`src/rtl/core/kbl_pkg.sv`:
```
// ----------------------------------------------------------------------------
// kbl_pkg: shared definitions for the k-th successor block
// Field widths, operation and register codes, payload types and the
// command and status bundles between the controller and the datapath.
// ----------------------------------------------------------------------------
package kbl_pkg;

   // Default sizing of the jump table.
   localparam int MAX_VERTICES = 1024;
   localparam int MAX_LEVELS   = 32;

   // Widths of the request and response fields.
   localparam int OP_WIDTH     = 1;
   localparam int VERTEX_WIDTH = 10;
   localparam int STEPS_WIDTH  = 32;
   localparam int LEVEL_WIDTH  = 5;
   localparam int COUNT_WIDTH  = 11;

   // Configuration port.
   localparam int CSR_INDEX_WIDTH = 1;
   localparam int CSR_DATA_WIDTH  = 11;

   localparam logic [CSR_INDEX_WIDTH-1:0] CSR_VERTEX_COUNT = 1'd0;
   localparam logic [CSR_INDEX_WIDTH-1:0] CSR_TOP_LEVEL    = 1'd1;

   // Operation codes.
   localparam logic [OP_WIDTH-1:0] OP_WRITE = 1'd0;
   localparam logic [OP_WIDTH-1:0] OP_QUERY = 1'd1;

   // Status codes.
   localparam logic STATUS_OK    = 1'b0;
   localparam logic STATUS_RANGE = 1'b1;

   // One request as it arrives on the input channel.
   typedef struct packed {
      logic [OP_WIDTH-1:0]     op;
      logic [VERTEX_WIDTH-1:0] vertex;
      logic [VERTEX_WIDTH-1:0] successor;
      logic [STEPS_WIDTH-1:0]  steps;
   } req_type;

   // One response as it leaves on the result channel.
   typedef struct packed {
      logic                    status;
      logic [VERTEX_WIDTH-1:0] end_vertex;
   } rsp_type;

   // Commands from the controller to the datapath.
   typedef struct packed {
      logic accept;
      logic rb_start;
      logic rb_rd_src;
      logic rb_rd_mid;
      logic rb_write;
      logic clear_stale;
      logic walk_step;
      logic walk_finish;
      logic emit;
   } cmd_type;

   // Status from the datapath to the controller.
   typedef struct packed {
      logic req_is_query;
      logic req_error;
      logic stale;
      logic top_zero;
      logic rb_last;
      logic walk_last;
      logic out_free;
   } stat_type;

endpackage

```
`src/rtl/core/kbl_ctrl.sv`:
```
// ----------------------------------------------------------------------------
// kbl_ctrl: sequencer for the k-th successor block
// Accepts one request at a time, runs the level rebuild when the table is
// stale, steps the query walk and hands the response to the output stage.
// ----------------------------------------------------------------------------
module kbl_ctrl (
   input  logic               clock,
   input  logic               reset,
   input  logic               req_valid,
   output logic               req_ready,
   input  kbl_pkg::stat_type  stat,
   output kbl_pkg::cmd_type   cmd
);

   typedef enum logic [6:0] {
      S_IDLE     = 7'b0000001,
      S_RB_FIRST = 7'b0000010,
      S_RB_MID   = 7'b0000100,
      S_RB_WRITE = 7'b0001000,
      S_WALK     = 7'b0010000,
      S_DONE     = 7'b0100000,
      S_RESP     = 7'b1000000
   } state_type;

   state_type state_ff;
   state_type state_in;

   assign req_ready = (state_ff == S_IDLE);

   // Next state and datapath commands.
   always_comb begin
      state_in = state_ff;
      cmd      = '0;
      unique case (state_ff)
         S_IDLE: begin
            if (req_valid) begin
               cmd.accept = 1'b1;
               if (!stat.req_is_query || stat.req_error) begin
                  state_in = S_RESP;
               end else if (stat.stale && !stat.top_zero) begin
                  cmd.rb_start = 1'b1;
                  state_in     = S_RB_FIRST;
               end else begin
                  cmd.clear_stale = stat.stale;
                  state_in        = S_WALK;
               end
            end
         end
         S_RB_FIRST: begin
            cmd.rb_rd_src = 1'b1;
            state_in      = S_RB_MID;
         end
         S_RB_MID: begin
            cmd.rb_rd_mid = 1'b1;
            state_in      = S_RB_WRITE;
         end
         S_RB_WRITE: begin
            cmd.rb_write = 1'b1;
            if (stat.rb_last) begin
               cmd.clear_stale = 1'b1;
               state_in        = S_WALK;
            end else begin
               state_in = S_RB_MID;
            end
         end
         S_WALK: begin
            cmd.walk_step = 1'b1;
            if (stat.walk_last) begin
               state_in = S_DONE;
            end
         end
         S_DONE: begin
            cmd.walk_finish = 1'b1;
            state_in        = S_RESP;
         end
         S_RESP: begin
            if (stat.out_free) begin
               cmd.emit = 1'b1;
               state_in = S_IDLE;
            end
         end
         default: begin
            state_in = S_IDLE;
         end
      endcase
   end

   // State register.
   always_ff @(posedge clock) begin
      if (reset) begin
         state_ff <= S_IDLE;
      end else begin
         state_ff <= state_in;
      end
   end

endmodule

```
`config.mk`:
```
export PLATFORM = sky130hd
export DESIGN_NAME = kbl_ctrl
export DESIGN_NICKNAME = d
export VERILOG_FILES = /design/src/rtl/core/kbl_pkg.sv /design/src/rtl/core/kbl_ctrl.sv
export SDC_FILE = /design/constraint.sdc
export NUM_CORES = 1
export LEC_CHECK = 0
export BUFFER_PORTS_ARGS = -buffer_cell sky130_fd_sc_hd__buf_2
export CAP_MARGIN = 20
export CELL_PAD_IN_SITES_DETAIL_PLACEMENT = 0
export CELL_PAD_IN_SITES_GLOBAL_PLACEMENT = 1
export CORE_MARGIN = 10
export CORE_UTILIZATION = 39
export CTS_BUF_LIST = sky130_fd_sc_hd__clkbuf_2 sky130_fd_sc_hd__clkbuf_4 sky130_fd_sc_hd__clkbuf_8
export DETAILED_ROUTE_END_ITERATION = 12
export PLACE_DENSITY = 0.84
export SLEW_MARGIN = 5
export SYNTH_ARGS = -nofsm -noshare
export SYNTH_HDL_FRONTEND = slang
export SYNTH_SLANG_ARGS = --single-unit
```
`constraint.sdc`:
```
create_clock -name clock -period 4.43 [get_ports clock]
set_clock_uncertainty 0.2 [all_clocks]
set_input_delay 0.443 -clock clock [delete_from_list [all_inputs] [get_ports clock]]
set_output_delay 0.443 -clock clock [all_outputs]
set_load 0.02 [all_outputs]
```
==> impl_metrics.py <==
metrics = {
    "routing": {
        "detail-route-antenna-nets": 0,
        "via_per_inst": 5.54,
        "wirelength_um": 1440,
        "firstDrtPassIters": 4,
        "wl_per_cell_um": 13.7,
        "drc": 0,
        "drtIter0Drc": 20,
        "via_count": 582,
    },
    "placed_design": {
        "dp_hpwl_um": 1120,
        "portBuffers": 19,
        "gp_congestion": 0.747,
    },
    "min_path": {
        "hp-class": "in2reg",
    },
    "grt": {
        "grt_pass1_wl_um": 2380,
        "grt_pass1_vias": 545,
        "use_met2_pct": 12.3,
        "grt_max_degree": 14,
        "met1_usage_pct": 10.3,
        "globalRouteMet3Util_pct": 4.51,
        "grt_usage_pct": 8.36,
        "top_usage_layer": "met2",
        "grt.overflow.total": 0,
        "antenna_found_initial": 0,
    },
    "power": {
        "total_power_w": 0.000340,
        "leakage_nw": 0.301,
        "power.density_nw_per_um2": 487,
        "ir_worst_vdd_mv": 0.278,
    },
    "finish": {
        "largest_register": "state_ff",
        "diodes": 0,
        "synthToLayoutAreaGrowth_pct": 18.5,
        "largest_reg_flops": 7,
        "nFillCells": 134,
        "utilization_pct": 51.1,
        "ff_latch_area_um2": 140,
        "fin_nets": 101,
        "multi_input_area_um2": 395,
        "final_common_cell": "buf_2",
        "most-common-layout-cells": "19 x buf_2, 7 x dfxtp_1, 6 x nor3_1, 5 x inv_1",
        "layout-drive-gt1-share_pct": 33.3,
        "reg_top3": "state_ff x7",
    },
    "synth": {
        "ys_warn_count": 0,
        "seq_area_frac_synth_pct": 23.8,
        "avgSynthCellArea_um2": 8.07,
        "syn_nets": 83,
        "synth_area_um2": 589,
        "syn_inst": 73,
        "synth_cell_types": 33,
        "ys_ff_latch": 7,
    },
    "floorplanning": {
        "start_util_pct": 43.1,
        "die-area_um2": 3470,
        "dieWidth_um": 58.9,
        "core_area_um2": 1370,
        "die_y_um": 58.9,
        "io_pins": 20,
        "fp-row-count": 13,
    },
    "clock_tree": {
        "cts_resized": 0,
        "post_cts_buffers": 0,
        "cts.sink_count": 7,
        "cts_max_path_buffers": 2,
        "clkTransAtPathRegs_ns": 0.05,
        "cts_buffers": 3,
        "cts_hold_buf": 0,
        "htree_levels": 1,
        "clockRootBuffer": "clkbuf_4",
        "clock_latency_ns": 0.25,
        "cts_tree": "done",
    },
    "sta": {
        "finalCritPeriodShare_pct": 59.3,
        "fmax_mhz": 381,
        "min_period_ns": 2.63,
        "hold_viol": 0,
        "worst_slew_margin_rel_pct": 72.8,
        "rsz0062_at_grt": "no",
        "tns_ns": 0,
        "maxSlewViolCount": 0,
        "setup_viol_count_final": 0,
        "tightest_slew_ns": 0.408,
    },
    "worst_setup_path": {
        "cp_data_arrival_time_ns": 1.98,
        "start_kind": "flop",
        "crit_fanout": 10,
        "cp-end-kind": "primary output",
        "required_ns": 3.79,
        "crit_type": "reg2out",
    },
    "status": {
        "status": "completed",
    },
    "job": {
        "cap_violations": 0,
    },
}
==> where the power goes <==
group	internal, W	switching [W]	leakage [nW]
Clock	0.0000405	0.0000233	0.0184
Combinational	0.0000757	0.0000880	0.226
Sequential	0.0000752	0.0000375	0.0571
==> routing by layer <==
| layer | wire [um] | vias to the layer above |
|---|---|---|
| li1 | - | 303 |
| met1 | 708 | 261 |
| met2 | 652 | 18 |
| met3 | 74 | 0 |
| met4 | 0 | 0 |
| met5 | 0 | - |
==> synth_stat cells <==
cell | n | area share (%)
dfxtp_1 | 7 | 24
nor3_1 | 6 | 5.1
inv_1 | 5 | 3.2
buf_2 | 4 | 3.4
nor2_1 | 4 | 2.5
nor4_1 | 4 | 4.2
nor4b_1 | 4 | 5.9
a21oi_1 | 3 | 2.5
and2_1 | 3 | 3.2
nand2b_1 | 3 | 3.2
nor2b_1 | 3 | 3.2
o21ai_0 | 3 | 2.5
nand2_1 | 2 | 1.3
nor3b_2 | 2 | 4.2
or4_1 | 2 | 2.5
a211oi_1 | 1 | 1.3
a21boi_1 | 1 | 1.3
a221o_1 | 1 | 1.7
a22oi_1 | 1 | 1.3
and4bb_2 | 1 | 2.1
buf_6 | 1 | 1.9
clkbuf_1 | 1 | 0.64
nand3_1 | 1 | 0.85
nand4b_2 | 1 | 2.5
nor4_2 | 1 | 2.1
nor4_4 | 1 | 3.6
nor4bb_1 | 1 | 1.7
o21a_1 | 1 | 1.3
o21ai_1 | 1 | 0.85
o22ai_1 | 1 | 1.1
o31a_1 | 1 | 1.5
or3_4 | 1 | 1.9
xor2_1 | 1 | 1.5
==> cell families after synthesis <==
logic type,Yosys count,synth area share (%)
AND/OR/NAND/NOR,40,50.3
AO/OA/AOI/OAI,14,15.3
buffers and inverters,11,9.13
flip-flops,7,23.8
XOR/XNOR,1,1.49
==> stage by stage <==
step	hold WS, ns	instance area [um2]	worst slack (ns)	std cells
6_report	0.218	698	1.80	105
5_1_grt	0.206	698	1.66	105
4_1_cts	0.212	698	1.78	105
3_5_place_dp	0.387	668	2.07	101
3_3_place_gp	0.382	668	2.12	101
2_1_floorplan	0.314	589	1.93	73
==> worst paths after layout <==
kind	startpoint	end	slack (ns)	cells after the start
max	state_ff[1]$_SDFFE_PP0P_	cmd[7]	1.80	5
min	reset	state_ff[1]$_SDFFE_PP0P_	0.22	2
max reg2reg	state_ff[1]$_SDFFE_PP0P_	state_ff[2]$_SDFFE_PP0P_	2.54	4
min reg2reg	state_ff[2]$_SDFFE_PP0P_	state_ff[3]$_SDFFE_PP0P_	0.41	2
==> critical path, stage by stage (launching register included) <==
cell and delay (ns):
dfxtp_1 0.40, or3_4 0.46, nor4_4 0.33, nand4b_2 0.19, nor3b_2 0.17, buf_2 0.18
==> area by class of cell <==
cell class                 instances  area share, %
tap                               15           2.69
clock buffer                       4           4.30
inverter                           5           2.69
sequential                         7           20.1
multi-input combinational         55           56.6
timing repair buffer              19           13.6
No activity file was read; power rests on OpenSTA's default activity.
